[src/rtl/rfst_pkg.sv]
// Package for the radio-control frame sync tracker.
// Holds the configuration register map, reset values and the control structs
// that pass between the tracker's modules. Depends on nothing.
`timescale 1ns / 1ps

package rfst_pkg;

  localparam int unsigned CFG_IDX_W  = 3;
  localparam int unsigned CFG_DATA_W = 16;

  typedef enum logic [CFG_IDX_W-1:0] {
    REG_SYNC_STEP      = 3'd0,
    REG_SYNC_TOLERANCE = 3'd1,
    REG_RESYNC_TARGET  = 3'd2,
    REG_RESYNC_GAP     = 3'd3,
    REG_HOLD_CHANNEL   = 3'd4,
    REG_HOLD_THRESHOLD = 3'd5
  } cfg_reg_t;

  localparam logic [15:0] SYNC_STEP_RST      = 16'd45;
  localparam logic [7:0]  SYNC_TOLERANCE_RST = 8'd5;
  localparam logic [9:0]  RESYNC_TARGET_RST  = 10'd450;
  localparam logic [7:0]  RESYNC_GAP_RST     = 8'd14;
  localparam logic [3:0]  HOLD_CHANNEL_RST   = 4'd4;
  localparam logic [10:0] HOLD_THRESHOLD_RST = 11'd1600;

  localparam logic [7:0]  GAP_MAX = 8'hFF;

  // Request to the sync tracker for one byte.
  typedef struct packed {
    logic        upd;     // a sync word is complete this byte
    logic        locked;  // block is in normal mode before this byte
    logic [15:0] word;
  } sync_req_t;

  typedef struct packed {
    logic ok;      // word is accepted as a sync word
    logic relock;  // safe zone is left after this byte
  } sync_rsp_t;

  // Control of the receive and replay frame stores for one byte.
  typedef struct packed {
    logic wr_en;  // store the received byte at the current position
    logic copy;   // refresh the whole replay frame from the receive frame
  } store_ctl_t;

endpackage

[src/rtl/rfst_sync_track.sv]
// Sync word checker and safe-zone resync counters of the frame sync tracker.
// Keeps the last and expected sync words and the good-sync and gap counters.
// Depends on rfst_pkg.
`timescale 1ns / 1ps

module rfst_sync_track (
  input  logic              clk,
  input  logic              rst_n,
  input  logic [15:0]       cfg_sync_step,
  input  logic [7:0]        cfg_sync_tolerance,
  input  logic [9:0]        cfg_resync_target,
  input  logic [7:0]        cfg_resync_gap,
  input  rfst_pkg::sync_req_t req,
  output rfst_pkg::sync_rsp_t rsp
);
  import rfst_pkg::*;

  logic [15:0] last_sync_r, last_sync_nxt;
  logic [16:0] next_sync_r, next_sync_nxt;
  logic [9:0]  good_cnt_r, good_cnt_nxt;
  logic [7:0]  gap_cnt_r, gap_cnt_nxt;

  logic [17:0] word_ext;
  logic [17:0] tol_ext;
  logic [17:0] next_ext;
  logic        word_ok;
  logic [16:0] accept_next;

  always_comb begin
    word_ext    = {2'b00, req.word};
    tol_ext     = {10'd0, cfg_sync_tolerance};
    next_ext    = {1'b0, next_sync_r};
    // Either a repeat of the last word or strictly inside the window.
    word_ok     = (req.word == last_sync_r) ||
                  (((word_ext + tol_ext) > next_ext) && (word_ext < (next_ext + tol_ext)));
    accept_next = {1'b0, req.word} + {1'b0, cfg_sync_step};

    last_sync_nxt = last_sync_r;
    next_sync_nxt = next_sync_r;
    good_cnt_nxt  = good_cnt_r;
    gap_cnt_nxt   = gap_cnt_r;

    if (req.upd) begin
      if (req.locked) begin
        if (word_ok) begin
          last_sync_nxt = req.word;
          next_sync_nxt = accept_next;
        end else begin
          good_cnt_nxt  = '0;
          gap_cnt_nxt   = '0;
          next_sync_nxt = {1'b0, cfg_sync_step};
        end
      end else begin
        if (word_ok) begin
          last_sync_nxt = req.word;
          next_sync_nxt = accept_next;
          // Gap-spaced syncs, or any at zero count, count; others pull back.
          if ((good_cnt_r == '0) || (gap_cnt_r == cfg_resync_gap)) begin
            good_cnt_nxt = good_cnt_r + 10'd1;
            gap_cnt_nxt  = '0;
          end else begin
            good_cnt_nxt = good_cnt_r - 10'd1;
          end
        end else if (gap_cnt_r != GAP_MAX) begin
          gap_cnt_nxt = gap_cnt_r + 8'd1;
        end
      end
    end

    rsp.ok     = word_ok;
    rsp.relock = req.upd && !req.locked && (good_cnt_nxt >= cfg_resync_target);
  end

  always_ff @(posedge clk) begin
    if (!rst_n) begin
      last_sync_r <= '0;
      next_sync_r <= {1'b0, SYNC_STEP_RST};
      good_cnt_r  <= '0;
      gap_cnt_r   <= '0;
    end else begin
      last_sync_r <= last_sync_nxt;
      next_sync_r <= next_sync_nxt;
      good_cnt_r  <= good_cnt_nxt;
      gap_cnt_r   <= gap_cnt_nxt;
    end
  end

endmodule

[src/rtl/rfst_channel_hold.sv]
// Channel level table of the frame sync tracker and the replay freeze test.
// Stores the last level of each channel slot and compares the hold channel.
// Depends on rfst_pkg.
`timescale 1ns / 1ps

module rfst_channel_hold #(
  parameter int unsigned CHANNEL_SLOTS = 16
) (
  input  logic        clk,
  input  logic        rst_n,
  input  logic        wr_en,
  input  logic [3:0]  chan_id,
  input  logic [10:0] chan_level,
  input  logic [3:0]  hold_channel,
  input  logic [10:0] hold_threshold,
  output logic        frozen
);
  import rfst_pkg::*;

  localparam int unsigned SLOT_W = $clog2(CHANNEL_SLOTS);

  logic [10:0] level_r [CHANNEL_SLOTS];

  logic        id_in_range;
  logic        hold_in_range;
  logic [10:0] hold_level;

  always_comb begin
    id_in_range   = ({1'b0, chan_id} < 5'(CHANNEL_SLOTS));
    hold_in_range = ({1'b0, hold_channel} < 5'(CHANNEL_SLOTS));
    // A level written by this same word is already seen by the test.
    if (!hold_in_range) begin
      hold_level = '0;
    end else if (wr_en && id_in_range && (chan_id == hold_channel)) begin
      hold_level = chan_level;
    end else begin
      hold_level = level_r[hold_channel[SLOT_W-1:0]];
    end
    frozen = (hold_level > hold_threshold);
  end

  always_ff @(posedge clk) begin
    if (!rst_n) begin
      for (int i = 0; i < CHANNEL_SLOTS; i++) begin
        level_r[i] <= '0;
      end
    end else if (wr_en && id_in_range) begin
      level_r[chan_id[SLOT_W-1:0]] <= chan_level;
    end
  end

endmodule

[src/rtl/rfst_replay_store.sv]
// Receive and replay frame stores of the frame sync tracker.
// The replay frame is kept lazily: an entry written since the last refresh
// reads its saved older copy. Depends on rfst_pkg.
`timescale 1ns / 1ps

module rfst_replay_store #(
  parameter int unsigned FRAME_BYTES = 16
) (
  input  logic                                          clk,
  input  logic                                          rst_n,
  input  logic [$clog2((FRAME_BYTES / 2) * 2)-1:0]      rd_addr,
  input  logic [$clog2((FRAME_BYTES / 2) * 2)-1:0]      cur_addr,
  input  rfst_pkg::store_ctl_t                          ctl,
  input  logic [7:0]                                    wr_data,
  output logic [7:0]                                    replay_byte
);
  import rfst_pkg::*;

  localparam int unsigned FRAME_LEN = (FRAME_BYTES / 2) * 2;

  logic [7:0]           rx_mem [FRAME_LEN];
  logic [7:0]           rp_mem [FRAME_LEN];
  logic [7:0]           rx_rd_r;
  logic [7:0]           rp_rd_r;
  logic [FRAME_LEN-1:0] written_r, written_nxt;
  logic [FRAME_LEN-1:0] dirty_r, dirty_nxt;
  logic [7:0]           rx_cur;

  // The read port always follows the position the next word will use, so
  // the registered data is ready when that word arrives. The write address
  // of a word never equals the position that follows it.
  always_ff @(posedge clk) begin
    rx_rd_r <= rx_mem[rd_addr];
    rp_rd_r <= rp_mem[rd_addr];
    if (ctl.wr_en) begin
      rx_mem[cur_addr] <= wr_data;
    end
    if (ctl.wr_en && !dirty_r[cur_addr]) begin
      rp_mem[cur_addr] <= rx_cur;
    end
  end

  always_comb begin
    rx_cur      = written_r[cur_addr] ? rx_rd_r : 8'h00;
    replay_byte = dirty_r[cur_addr] ? rp_rd_r : rx_cur;

    written_nxt = written_r;
    dirty_nxt   = dirty_r;
    if (ctl.wr_en) begin
      written_nxt[cur_addr] = 1'b1;
      dirty_nxt[cur_addr]   = 1'b1;
    end
    if (ctl.copy) begin
      dirty_nxt = '0;
    end
  end

  always_ff @(posedge clk) begin
    if (!rst_n) begin
      written_r <= '0;
      dirty_r   <= '0;
    end else begin
      written_r <= written_nxt;
      dirty_r   <= dirty_nxt;
    end
  end

endmodule

[src/rtl/rc_frame_sync_tracker.sv]
// Top level of the radio-control frame sync tracker.
// Uses rfst_pkg, rfst_sync_track, rfst_channel_hold and rfst_replay_store.
//
//   Port group | Direction | Handshake        | Word
//   in_*       | input     | in_valid/in_stall   | one received byte
//   out_*      | output    | out_valid/out_stall | transmit byte and decode status
//   cfg_*      | input     | cfg_valid/cfg_ready | register index and data
//
// A byte is taken into the input register, processed and held in the output
// register; one byte per cycle flows through while the output is not stalled.
// The frame stores read at the next frame position into registered data.
// Reset is synchronous and resets control state and configuration, not the
// byte and output data registers or frame memories. A stalled output stalls
// the input register, and the input takes a new byte whenever it drains.
`timescale 1ns / 1ps

module rc_frame_sync_tracker #(
  parameter int unsigned FRAME_BYTES   = 16,
  parameter int unsigned CHANNEL_SLOTS = 16
) (
  input  logic                            clk,
  input  logic                            rst_n,
  input  logic                            in_valid,
  output logic                            in_stall,
  input  logic [7:0]                      in_rx_byte,
  output logic                            out_valid,
  input  logic                            out_stall,
  output logic [7:0]                      out_tx_byte,
  output logic                            out_channel_valid,
  output logic [3:0]                      out_channel_id,
  output logic [10:0]                     out_channel_level,
  output logic                            out_frame_done,
  output logic                            out_sync_checked,
  output logic [15:0]                     out_sync_word,
  output logic                            out_locked,
  input  logic                            cfg_valid,
  output logic                            cfg_ready,
  input  logic [rfst_pkg::CFG_IDX_W-1:0]  cfg_index,
  input  logic [rfst_pkg::CFG_DATA_W-1:0] cfg_data
);
  import rfst_pkg::*;

  localparam int unsigned FRAME_LEN = (FRAME_BYTES / 2) * 2;
  localparam int unsigned POS_W     = $clog2(FRAME_LEN);

  // Configuration registers.
  logic [15:0] sync_step_r;
  logic [7:0]  sync_tolerance_r;
  logic [9:0]  resync_target_r;
  logic [7:0]  resync_gap_r;
  logic [3:0]  hold_channel_r;
  logic [10:0] hold_threshold_r;

  // Input register.
  logic       in_valid_r, in_valid_nxt;
  logic [7:0] rx_r;

  // Tracker state.
  logic             locked_mode_r, locked_mode_nxt;
  logic [POS_W-1:0] pos_r, pos_nxt;
  logic             second_r, second_nxt;
  logic [7:0]       prev_r, prev_nxt;

  // Output register.
  logic        out_valid_r, out_valid_nxt;
  logic [7:0]  tx_r, tx_nxt;
  logic        cvalid_r, cvalid_nxt;
  logic [3:0]  cid_r, cid_nxt;
  logic [10:0] clevel_r, clevel_nxt;
  logic        fdone_r, fdone_nxt;
  logic        schk_r, schk_nxt;
  logic [15:0] sword_r, sword_nxt;
  logic        olocked_r;

  logic             proc;
  logic             in_accept;
  logic [15:0]      word;
  logic             sync_pos;
  logic [POS_W:0]   pos_inc;
  logic [POS_W-1:0] rd_addr;
  logic [7:0]       replay_byte;
  logic             frozen;
  logic             hold_wr;
  sync_req_t        sync_req;
  sync_rsp_t        sync_rsp;
  store_ctl_t       store_ctl;

  assign cfg_ready = 1'b1;

  always_ff @(posedge clk) begin
    if (!rst_n) begin
      sync_step_r      <= SYNC_STEP_RST;
      sync_tolerance_r <= SYNC_TOLERANCE_RST;
      resync_target_r  <= RESYNC_TARGET_RST;
      resync_gap_r     <= RESYNC_GAP_RST;
      hold_channel_r   <= HOLD_CHANNEL_RST;
      hold_threshold_r <= HOLD_THRESHOLD_RST;
    end else if (cfg_valid && cfg_ready) begin
      case (cfg_index)
        REG_SYNC_STEP:      sync_step_r      <= cfg_data[15:0];
        REG_SYNC_TOLERANCE: sync_tolerance_r <= cfg_data[7:0];
        REG_RESYNC_TARGET:  resync_target_r  <= cfg_data[9:0];
        REG_RESYNC_GAP:     resync_gap_r     <= cfg_data[7:0];
        REG_HOLD_CHANNEL:   hold_channel_r   <= cfg_data[3:0];
        REG_HOLD_THRESHOLD: hold_threshold_r <= cfg_data[10:0];
        default: ;
      endcase
    end
  end

  // Handshake.
  always_comb begin
    proc          = in_valid_r && (!out_valid_r || !out_stall);
    in_stall      = in_valid_r && !proc;
    in_accept     = in_valid && !in_stall;
    in_valid_nxt  = in_accept ? 1'b1 : (proc ? 1'b0 : in_valid_r);
    out_valid_nxt = proc ? 1'b1 : (out_valid_r && out_stall);
  end

  // Per-byte processing.
  always_comb begin
    word     = {prev_r, rx_r};
    sync_pos = (pos_r[POS_W-1:1] == '0);
    pos_inc  = {1'b0, pos_r} + (POS_W + 1)'(1);

    locked_mode_nxt = locked_mode_r;
    pos_nxt         = pos_r;
    second_nxt      = second_r;
    prev_nxt        = prev_r;

    tx_nxt     = '0;
    cvalid_nxt = 1'b0;
    cid_nxt    = '0;
    clevel_nxt = '0;
    fdone_nxt  = 1'b0;
    schk_nxt   = 1'b0;
    sword_nxt  = '0;

    sync_req.upd    = 1'b0;
    sync_req.locked = locked_mode_r;
    sync_req.word   = word;
    store_ctl.wr_en = 1'b0;
    store_ctl.copy  = 1'b0;
    hold_wr         = 1'b0;

    if (proc) begin
      prev_nxt = rx_r;
      if (locked_mode_r) begin
        tx_nxt          = replay_byte;
        store_ctl.wr_en = 1'b1;
        if (!second_r) begin
          second_nxt = 1'b1;
          pos_nxt    = pos_inc[POS_W-1:0];
        end else begin
          second_nxt = 1'b0;
          if (sync_pos) begin
            schk_nxt     = 1'b1;
            sword_nxt    = word;
            pos_nxt      = POS_W'(2);
            sync_req.upd = 1'b1;
            if (!sync_rsp.ok) begin
              locked_mode_nxt = 1'b0;
            end
          end else begin
            cvalid_nxt = 1'b1;
            cid_nxt    = prev_r[6:3];
            clevel_nxt = {prev_r[2:0], rx_r};
            hold_wr    = 1'b1;
            if (pos_inc >= (POS_W + 1)'(FRAME_LEN)) begin
              fdone_nxt = 1'b1;
              pos_nxt   = '0;
            end else begin
              pos_nxt = pos_inc[POS_W-1:0];
            end
          end
        end
        // Data bytes refresh the replay frame unless the hold channel is high.
        store_ctl.copy = !sync_pos && !frozen;
      end else begin
        tx_nxt = rx_r;
        if (!second_r) begin
          second_nxt = 1'b1;
        end else begin
          second_nxt   = 1'b0;
          schk_nxt     = 1'b1;
          sword_nxt    = word;
          sync_req.upd = 1'b1;
          if (sync_rsp.relock) begin
            locked_mode_nxt = 1'b1;
            pos_nxt         = POS_W'(2);
          end
        end
      end
    end

    rd_addr = rst_n ? pos_nxt : '0;
  end

  rfst_sync_track u_sync (
    .clk                (clk),
    .rst_n              (rst_n),
    .cfg_sync_step      (sync_step_r),
    .cfg_sync_tolerance (sync_tolerance_r),
    .cfg_resync_target  (resync_target_r),
    .cfg_resync_gap     (resync_gap_r),
    .req                (sync_req),
    .rsp                (sync_rsp)
  );

  rfst_channel_hold #(
    .CHANNEL_SLOTS (CHANNEL_SLOTS)
  ) u_hold (
    .clk            (clk),
    .rst_n          (rst_n),
    .wr_en          (hold_wr),
    .chan_id        (prev_r[6:3]),
    .chan_level     ({prev_r[2:0], rx_r}),
    .hold_channel   (hold_channel_r),
    .hold_threshold (hold_threshold_r),
    .frozen         (frozen)
  );

  rfst_replay_store #(
    .FRAME_BYTES (FRAME_BYTES)
  ) u_store (
    .clk         (clk),
    .rst_n       (rst_n),
    .rd_addr     (rd_addr),
    .cur_addr    (pos_r),
    .ctl         (store_ctl),
    .wr_data     (rx_r),
    .replay_byte (replay_byte)
  );

  always_ff @(posedge clk) begin
    if (!rst_n) begin
      in_valid_r    <= 1'b0;
      out_valid_r   <= 1'b0;
      locked_mode_r <= 1'b1;
      pos_r         <= '0;
      second_r      <= 1'b0;
      prev_r        <= '0;
    end else begin
      in_valid_r    <= in_valid_nxt;
      out_valid_r   <= out_valid_nxt;
      locked_mode_r <= locked_mode_nxt;
      pos_r         <= pos_nxt;
      second_r      <= second_nxt;
      prev_r        <= prev_nxt;
    end
  end

  always_ff @(posedge clk) begin
    if (in_accept) begin
      rx_r <= in_rx_byte;
    end
    if (proc) begin
      tx_r      <= tx_nxt;
      cvalid_r  <= cvalid_nxt;
      cid_r     <= cid_nxt;
      clevel_r  <= clevel_nxt;
      fdone_r   <= fdone_nxt;
      schk_r    <= schk_nxt;
      sword_r   <= sword_nxt;
      olocked_r <= locked_mode_nxt;
    end
  end

  assign out_valid         = out_valid_r;
  assign out_tx_byte       = tx_r;
  assign out_channel_valid = cvalid_r;
  assign out_channel_id    = cid_r;
  assign out_channel_level = clevel_r;
  assign out_frame_done    = fdone_r;
  assign out_sync_checked  = schk_r;
  assign out_sync_word     = sword_r;
  assign out_locked        = olocked_r;

`ifndef SYNTH
  a_chan_locked: assert property (@(posedge clk) disable iff (!rst_n)
    out_valid && out_channel_valid |-> out_locked && !out_sync_checked)
    else $error("channel word reported outside normal mode");

  a_done_chan: assert property (@(posedge clk) disable iff (!rst_n)
    out_valid && out_frame_done |-> out_channel_valid)
    else $error("frame end without a completed channel pair");

  a_pair_align: assert property (@(posedge clk) disable iff (!rst_n)
    locked_mode_r |-> (second_r == pos_r[0]))
    else $error("pair phase out of step with frame position");

  a_relock_pos: assert property (@(posedge clk) disable iff (!rst_n)
    proc && !locked_mode_r |=> !locked_mode_r || ((pos_r == POS_W'(2)) && !second_r))
    else $error("relock did not restart at the first channel byte");
`endif

endmodule
[config.mk]
export PLATFORM = sky130hd
export DESIGN_NAME = rc_frame_sync_tracker
export DESIGN_NICKNAME = d
export VERILOG_FILES = /design/src/rtl/rfst_pkg.sv /design/src/rtl/rfst_sync_track.sv /design/src/rtl/rfst_channel_hold.sv /design/src/rtl/rfst_replay_store.sv /design/src/rtl/rc_frame_sync_tracker.sv
export SDC_FILE = /design/constraint.sdc
export NUM_CORES = 1
export LEC_CHECK = 0
export BUFFER_PORTS_ARGS = -buffer_cell sky130_fd_sc_hd__buf_2
export CORE_ASPECT_RATIO = 1.75
export CORE_UTILIZATION = 44
export CTS_CLUSTER_DIAMETER = 80
export DETAILED_ROUTE_END_ITERATION = 16
export PLACE_DENSITY = 0.64
export SYNTH_ARGS = -nofsm -noshare
export SYNTH_HDL_FRONTEND = slang
export SYNTH_SLANG_ARGS = --single-unit
export TNS_END_PERCENT = 1
[constraint.sdc]
create_clock -name clk -period 7 [get_ports clk]
set_clock_uncertainty 0.05 [all_clocks]
set_input_delay 0 -clock clk [delete_from_list [all_inputs] [get_ports clk]]
set_output_delay 0 -clock clk [all_outputs]
set_load 0.03 [all_outputs]
==> results of run 1 <==
kinds of logic after synthesis:
logic type | count (synthesis) | share of synthesized area
simple gates | 688 | 0.117
flops | 659 | 0.596
compound gates | 402 | 0.0824
buf+inv | 221 | 0.0307
mux | 168 | 0.110
fa+ha+maj | 103 | 0.0436
xor+xnor | 70 | 0.0203
other cells | 1 | 0.000124
report_power, final:
part | total (W) | internal, W | switching, W
combinational | 0.000868 | 0.000340 | 0.000528
sequential | 0.00432 | 0.00428 | 0.0000495
clock | 0.00334 | 0.00186 | 0.00148
state kept, by name, summed over array words and instances, names as in the netlist, 4 cells and up, named ones only:
register / flops
u_store.rp_rd_r: 8
u_store.rx_mem: 128
u_hold.level_r: 176
u_sync.good_cnt_r: 10
u_store.dirty_r: 16
hold_threshold_r: 11
rx_r: 8
resync_gap_r: 8
u_store.rp_mem: 128
u_sync.last_sync_r: 16
u_store.rx_rd_r: 8
out_channel_id: 4
out_sync_word: 16
out_tx_byte: 8
hold_channel_r: 4
pos_r: 4
out_channel_level: 11
prev_r: 8
sync_tolerance_r: 8
u_store.written_r: 16
u_sync.gap_cnt_r: 8
sync_step_r: 16
resync_target_r: 10
u_sync.next_sync_r: 17
worst max-delay path, delay by kind of cell, from the launching register on:
kind                       cells  cell delay [ns]
DFF                            1             0.38
muxes                          2             0.49
xor gates and xnor gates       1             0.12
buffers and inverters          6             0.69
AOI/OAI and AO/OA             16             2.97
and+or+nand+nor                6             0.71
adders and majority gates      5             1.29
repair_timing:
action                                 in CTS  in global routing
setup endpoints to repair                   2                 16
endpoints found under the hold margin      97                  0
hold buffers                               38                  0
setup buffers                               0                 19
pin swaps                                   0                 47
gates cloned                                0                  2
resized for setup                           3                 58
cells in the final DEF, fill, tap and decap left out, types with 13 or more instances in the layout:
cell type and count:
buf_2 76, clkbuf_1 14, mux4_2 127, nor4_1 13
xor2_1 18, buf_4 114, a21o_1 15, and3_1 28
clkbuf_16 63, o21ai_1 21, nand3_1 55, ha_1 95
nor2b_1 22, a21oi_1 139, xnor2_1 51, dlygate4sd3_1 38
mux2i_1 29, inv_1 73, nand2b_1 13, o21a_1 22
o21ai_0 73, nor3_1 34, a22oi_1 15, o211ai_1 21
dfxtp_1 174, nor2_1 91, nand4_1 20, nand2_1 179
edfxtp_1 483, a22oi_2 19, and2_1 192
final cells by class:
class                      instances  area (um^2)
fill                            5651        32600
sequential                       659        18000
multi-input combinational       1432        11600
timing repair buffer             246         1940
clock buffer                      82         1680
tap                              896         1120
inverter                          80          305
clock inverter                    29          302
layer usage:
layer / vias to the layer above / GRT usage
li1: 8924 / -
met1: 10000 / 0.265
met2: 690 / 0.457
met3: 214 / 0.0284
met4: 0 / 0.131
met5: - / 0
stage by stage:
step | worst slack (ns) | power [W] | cell area [um^2]
finish | 0.183 | 0.00854 | 35000
floorplan | 0.0311 | 0.00491 | 30300
CTS | 0.00688 | 0.00855 | 34600
detailed placement | -0.0748 | 0.00522 | 32200
global route | -0.140 | 0.00878 | 35000
global placement | -0.00341 | 0.00520 | 32200
worst max-delay path by stage:
stage	start	to	slack [ns]	depth (start not counted)
6_report	rx_r[0]$_DFFE_PP_	u_store.rx_rd_r[3]$_DFF_P_	0.18	36
3_5_place_dp	sync_tolerance_r[0]$_SDFFE_PN1P_	u_store.rx_rd_r[5]$_DFF_P_	-0.07	33
4_1_cts	sync_tolerance_r[0]$_SDFFE_PN1P_	u_store.rp_rd_r[6]$_DFF_P_	0.007	35
3_3_place_gp	sync_tolerance_r[0]$_SDFFE_PN1P_	u_store.rx_rd_r[5]$_DFF_P_	-0.003	33
5_1_grt	rx_r[0]$_DFFE_PP_	u_store.rp_rd_r[6]$_DFF_P_	-0.14	36
2_1_floorplan	rx_r[1]$_DFFE_PP_	u_store.rp_rd_r[0]$_DFF_P_	0.03	37
==> summary.txt, run 1 <==
Worst setup path
  – Worst r2r src: rx_r[0]$_DFFE_PP_
  – End of the worst register-to-register path: u_store.rx_rd_r[3]$_DFF_P_
  – FF-to-FF setup slack: 0.18 ns
  – WP data required: 7.48 ns
  – Most frequent CP cell: o21ai_2
  – CP max stage delay: 0.43 ns
  – Crit path launch type: register
  – Crit-path slowest cell: mux4_2
  – Crit. End Element: register
  – R2R cell count: 36
  – Critical path class: reg2reg
  – WP data arrival: 7.30 ns
  – CP max FO: 5

Synthesis
  – Post-synth ARST share: 0
  – Post-synthesis cell type count: 77
  – Ranking of synthesized cells by area: edfxtp_1 48%, dfxtp_1 12%, mux4_2 9.4%
  – Post-Syn Area: 0.0302 mm^2
  – Number of flops mapped to enable cells by yosys: 483
  – Post-synth top cells: 483 x edfxtp_1, 194 x and2_1, 181 x nand2_1, 176 x dfxtp_1, 142 x a21oi_1
  – Mapped Nets: 2447
  – Seq cells post-synth: 659
  – Cell with the most instances after synthesis: edfxtp_1
  – Sequential area share after synthesis: 0.596
  – Syn_area_per_cell: 13.1 um^2
  – Top FF cell, synth: edfxtp_1
  – Largest area contributor in the netlist: edfxtp_1
  – Mapped Cells: 2312
  – Synthesis Warnings: 0
  – Area fraction of the dominant cell type after synthesis: 0.480

Clock tree
  – Clock Tree Buf Depth: 3
  – Root buf cell: clkbuf_16
  – Clock sink count: 659
  – H-tree levels: 2
  – CTS tree: built
  – TritonCTS Buffers: 60
  – Clock latency on the worst-skew pair: 0.64 ns
  – Clock slew at reported path FFs: 0.07 ns

Timing
  – Slew HR: 0.188
  – RSZ-0062 raised after global routing: yes
  – Final hold violation count: 0
  – Hold WS: 0.146 ns
  – Fin Setup TNS: 0 ns
  – Max-slew violation count: 0
  – Final worst-path cycle share: 0.974
  – Min Tclk post-route: 6.82 ns
  – Slew @ Worst Pin: 1.21 ns
  – Final setup vio count: 0
  – F_max: 147 MHz

GRT
  – First-pass GRT wire length: 126000 um
  – Largest net degree at the start of global routing: 88
  – Initial antenna violation count: 1
  – All-Layer GR Usage: 0.243
  – Number of global-route vias before repair: 20300
  – Total grt overflow: 0

Finish
  – N_diodes: 0
  – Final nets: 2614
  – Layout cells sized above 1: 0.206
  – Core Util, Final: 0.517
  – Area growth syn-to-layout: 15.7%
  – Non-Filler Instances: 3424

Pwr
  – Worst VDD drop: 185 uV
  – Pwr dens: 244 mW/mm^2
  – P_leak: 12.7 nW

Floorplan
  – Area of the core: 0.0676 mm^2
  – Starting Density: 0.447
  – I/O Pins: 78
  – Num rows: 126
  – DIE AREA: 0.0698 mm^2
  – Die width: 200 um
  – Die H: 349 um

Hold path
  – HP Class: in2reg
  – Worst Hold Depth: 5
  – Hold_sp: cfg_index[0]
  – Hold EP: resync_gap_r[6]$_SDFFE_PN0P_

Detailed routing
  – Max Used Layer: met4
  – DRT met1 WL: 30800 um
  – Via count: 19900
  – Met3 WL: 3870 um
  – DR WL/cell: 25.0 um
  – Routed Antenna Nets: 0
  – Routed wire length: 85500 um
  – Met2 routed WL: 45900 um
  – First-pass detailed-route iteration total: 5
  – Vias per cell: 5.80
  – DR DRC count: 0
  – DRT iter0 DRCs: 1430

Placement
  – Hpwl dp: 59600 um
  – PortBufs: 76
  – Inst Count DP: 3255
  – RePlAce Congestion: 0.878

Run
  – Max-Cap Viols: 0

Outcome
  – Status: completed
(Power assumes the default switching activity.)
==> run 2, diff against run 1 <==
PLACE_DENSITY = 0.62   (was 0.64)
clock period = 8.3 ns   (was 7 ns; I/O delays follow)
==> run 2 against run 1 <==
  * Final area down 2.2%
  * Largest power group unchanged
  * Largest cell class unchanged
  * Clock power fell by 16%
  * Cell count down 1.6%
  * First-iteration DRC count rose by 0.21%
  * Critical path depth shrank 6
==> summary.txt, run 2 (same netlist as run 1, synthesis figures left out) <==
Timing
  – F_max: 132 MHz (-10%)
  – Min Tclk post-route: 7.58 ns (+0.767 ns)
  – Slew @ Worst Pin: 1.31 ns (+0.0981 ns)
  – Final worst-path cycle share: 0.914 (-0.0601)
  – Slew HR: 0.127 (-0.0610)
  – RSZ-0062 raised after global routing: no
  – Final setup vio count: 0 (unchanged)
  – Max-slew violation count: 0 (unchanged)
  – Final hold violation count: 0 (unchanged)
  – Fin Setup TNS: 0 ns (unchanged)
  – Hold WS: 0.0379 ns (-0.108 ns)

Floorplan
  – Area of the core: 0.0676 mm^2 (unchanged)
  – Die width: 200 um (unchanged)
  – I/O Pins: 78 (unchanged)
  – Starting Density: 0.447 (unchanged)
  – Num rows: 126 (unchanged)
  – Die H: 349 um (unchanged)
  – DIE AREA: 0.0698 mm^2 (unchanged)

Placement
  – Hpwl dp: 58600 um (-1.8%)
  – PortBufs: 76 (unchanged)
  – RePlAce Congestion: 0.884 (+0.61%)
  – Inst Count DP: 3210 (-1.4%)

GRT
  – First-pass GRT wire length: 125000 um (-0.69%)
  – All-Layer GR Usage: 0.242 (-0.00124)
  – Largest net degree at the start of global routing: 75 (-15%)
  – Most Crowded Layer GR: met2
  – GRT met3 Usage: 0.0288 (+0.000373)
  – GR Layer Usage met1: 0.260 (-0.00512)
  – GR Util met2: 0.451 (-0.00553)
  – Number of global-route vias before repair: 19900 (-1.5%)
  – Initial antenna violation count: 0 (-1)
  – Total grt overflow: 0 (unchanged)

Finish
  – Core Util, Final: 0.506 (-0.0114)
  – Most frequent cells in the layout: 483 x edfxtp_1, 193 x and2_1, 181 x nand2_1
  – Reg with most FFs: u_hold.level_r
  – Max FFs per register: 176 (unchanged)
  – Final nets: 2557 (-2.2%)
  – Non-Filler Instances: 3370 (-1.6%)
  – Area growth syn-to-layout: 13.2%
  – Layout cells sized above 1: 0.171 (-0.0354)
  – Leading cell type in the layout, fill and taps excluded: edfxtp_1
  – Top flop regs: u_hold.level_r (176), u_store.rp_mem (128), u_store.rx_mem (128)

Worst setup path
  – Crit. End Element: register
  – WP data arrival: 8.04 ns (+0.74 ns)
  – CP bufs+invs: 2 (-4)
  – CP max FO: 10 (+5)
  – CP delay by family, top: compound AO/OA/AOI/OAI gates
  – Critical path class: reg2reg
  – WP data required: 8.76 ns (+1.28 ns)
  – Crit path launch type: register
  – Crit-path slowest cell: o21ai_1
  – CP max stage delay: 0.71 ns (+0.28 ns)
  – FF-to-FF setup slack: 0.72 ns (+0.53 ns)

Run
  – Max-Cap Viols: 0 (unchanged)

Pwr
  – P_leak: 12.4 nW (-2.6%)
  – Power Total: 0.00710 W (-17%)
  – Pwr dens: 208 mW/mm^2 (-15%)
  – Worst VDD drop: 155 uV (-16%)

Clock tree
  – Clock Tree Buf Depth: 3 (unchanged)
  – TritonCTS Buffers: 60 (unchanged)
  – Clock latency on the worst-skew pair: 0.65 ns (about the same)
  – Clock sink count: 659 (unchanged)
  – Root buf cell: clkbuf_16
  – Clock slew at reported path FFs: 0.07 ns (about the same)
  – H-tree levels: 2 (unchanged)
  – CTS tree: built

Detailed routing
  – Routed wire length: 84600 um (-0.97%)
  – DR WL/cell: 25.1 um (+0.62%)
  – Vias per cell: 5.80 (about the same)
  – DR DRC count: 0 (unchanged)
  – Via count: 19500 (-1.6%)
  – Routed Antenna Nets: 0 (unchanged)
  – DRT iter0 DRCs: 1433 (+0.21%)
  – First-pass detailed-route iteration total: 7 (+2)

Outcome
  – Status: completed

Hold path
  – HP Class: in2reg
run 2: cell types whose count changed in the layout (fill, tap and decap cells not counted), sizes merged:
cell	change
clkinv	+1
diode	+1
clkbuf	+3
buf	-55
o311a	+1
inv	-4
clkinvlp	+1
dlygate4sd3	-1
bufinv	-1
run 2: path summary, 6_finish.rpt:
check / from / to / depth (start not counted)
max: sync_tolerance_r[0]$_SDFFE_PN1P_ / u_store.rx_rd_r[5]$_DFF_P_ / 30
max reg2reg: sync_tolerance_r[0]$_SDFFE_PN1P_ / u_store.rx_rd_r[5]$_DFF_P_ / 30
min reg2reg: u_store.written_r[6]$_SDFFE_PN0P_ / u_store.written_r[6]$_SDFFE_PN0P_ / 1
min: in_rx_byte[7] / rx_r[7]$_DFFE_PP_ / 2
run 2: area by class of cell:
class                      instances  area (um^2)
fill                            5726        33400
sequential                       659        18000
multi-input combinational       1433        11400
clock buffer                      87         1730
timing repair buffer             188         1360
tap                              896         1120
inverter                          80          304
clock inverter                    26          251
antenna                            1         2.50
run 2: routing by layer:
metal	up-vias	routed length, um
met2	650	45500
li1	8823	-
met5	-	0
met4	0	5390
met1	9842	29900
met3	233	3890
run 2: metrics by stage:
| step | setup WS, ns | area, um^2 |
|---|---|---|
| final | 0.716 | 34200 |
| after global routing | 0.128 | 34200 |
| after CTS | 0.383 | 34100 |
| after detailed placement | 0.472 | 31800 |
| after global placement | 0.600 | 31800 |
| after floorplan | 0.695 | 30200 |
run 2: timing repair:
action	CTS	global route
hold buffers	37	0
setup buffers	0	8
endpoints found under the hold margin	115	0
resized for setup	0	7
endpoints found under the setup margin	0	16
run 2: worst register-to-register path: cells and delay by family (launching register included):
family	cells	cell delay, ns
AO/OA/AOI/OAI	12	3.36
XOR/XNOR	1	0.22
adder cells (fa/ha/maj)	4	1.01
buffers and inverters	2	0.21
flip-flops	1	0.38
multiplexers	1	0.51
AND/OR/NAND/NOR	10	1.70
run 2: power breakdown:
group	switching [W]	total [W]	leakage [nW]	internal [W]
registers	0.0000471	0.00365	6.11	0.00361
logic	0.000414	0.000653	5.30	0.000239
clock network	0.00123	0.00280	0.970	0.00157
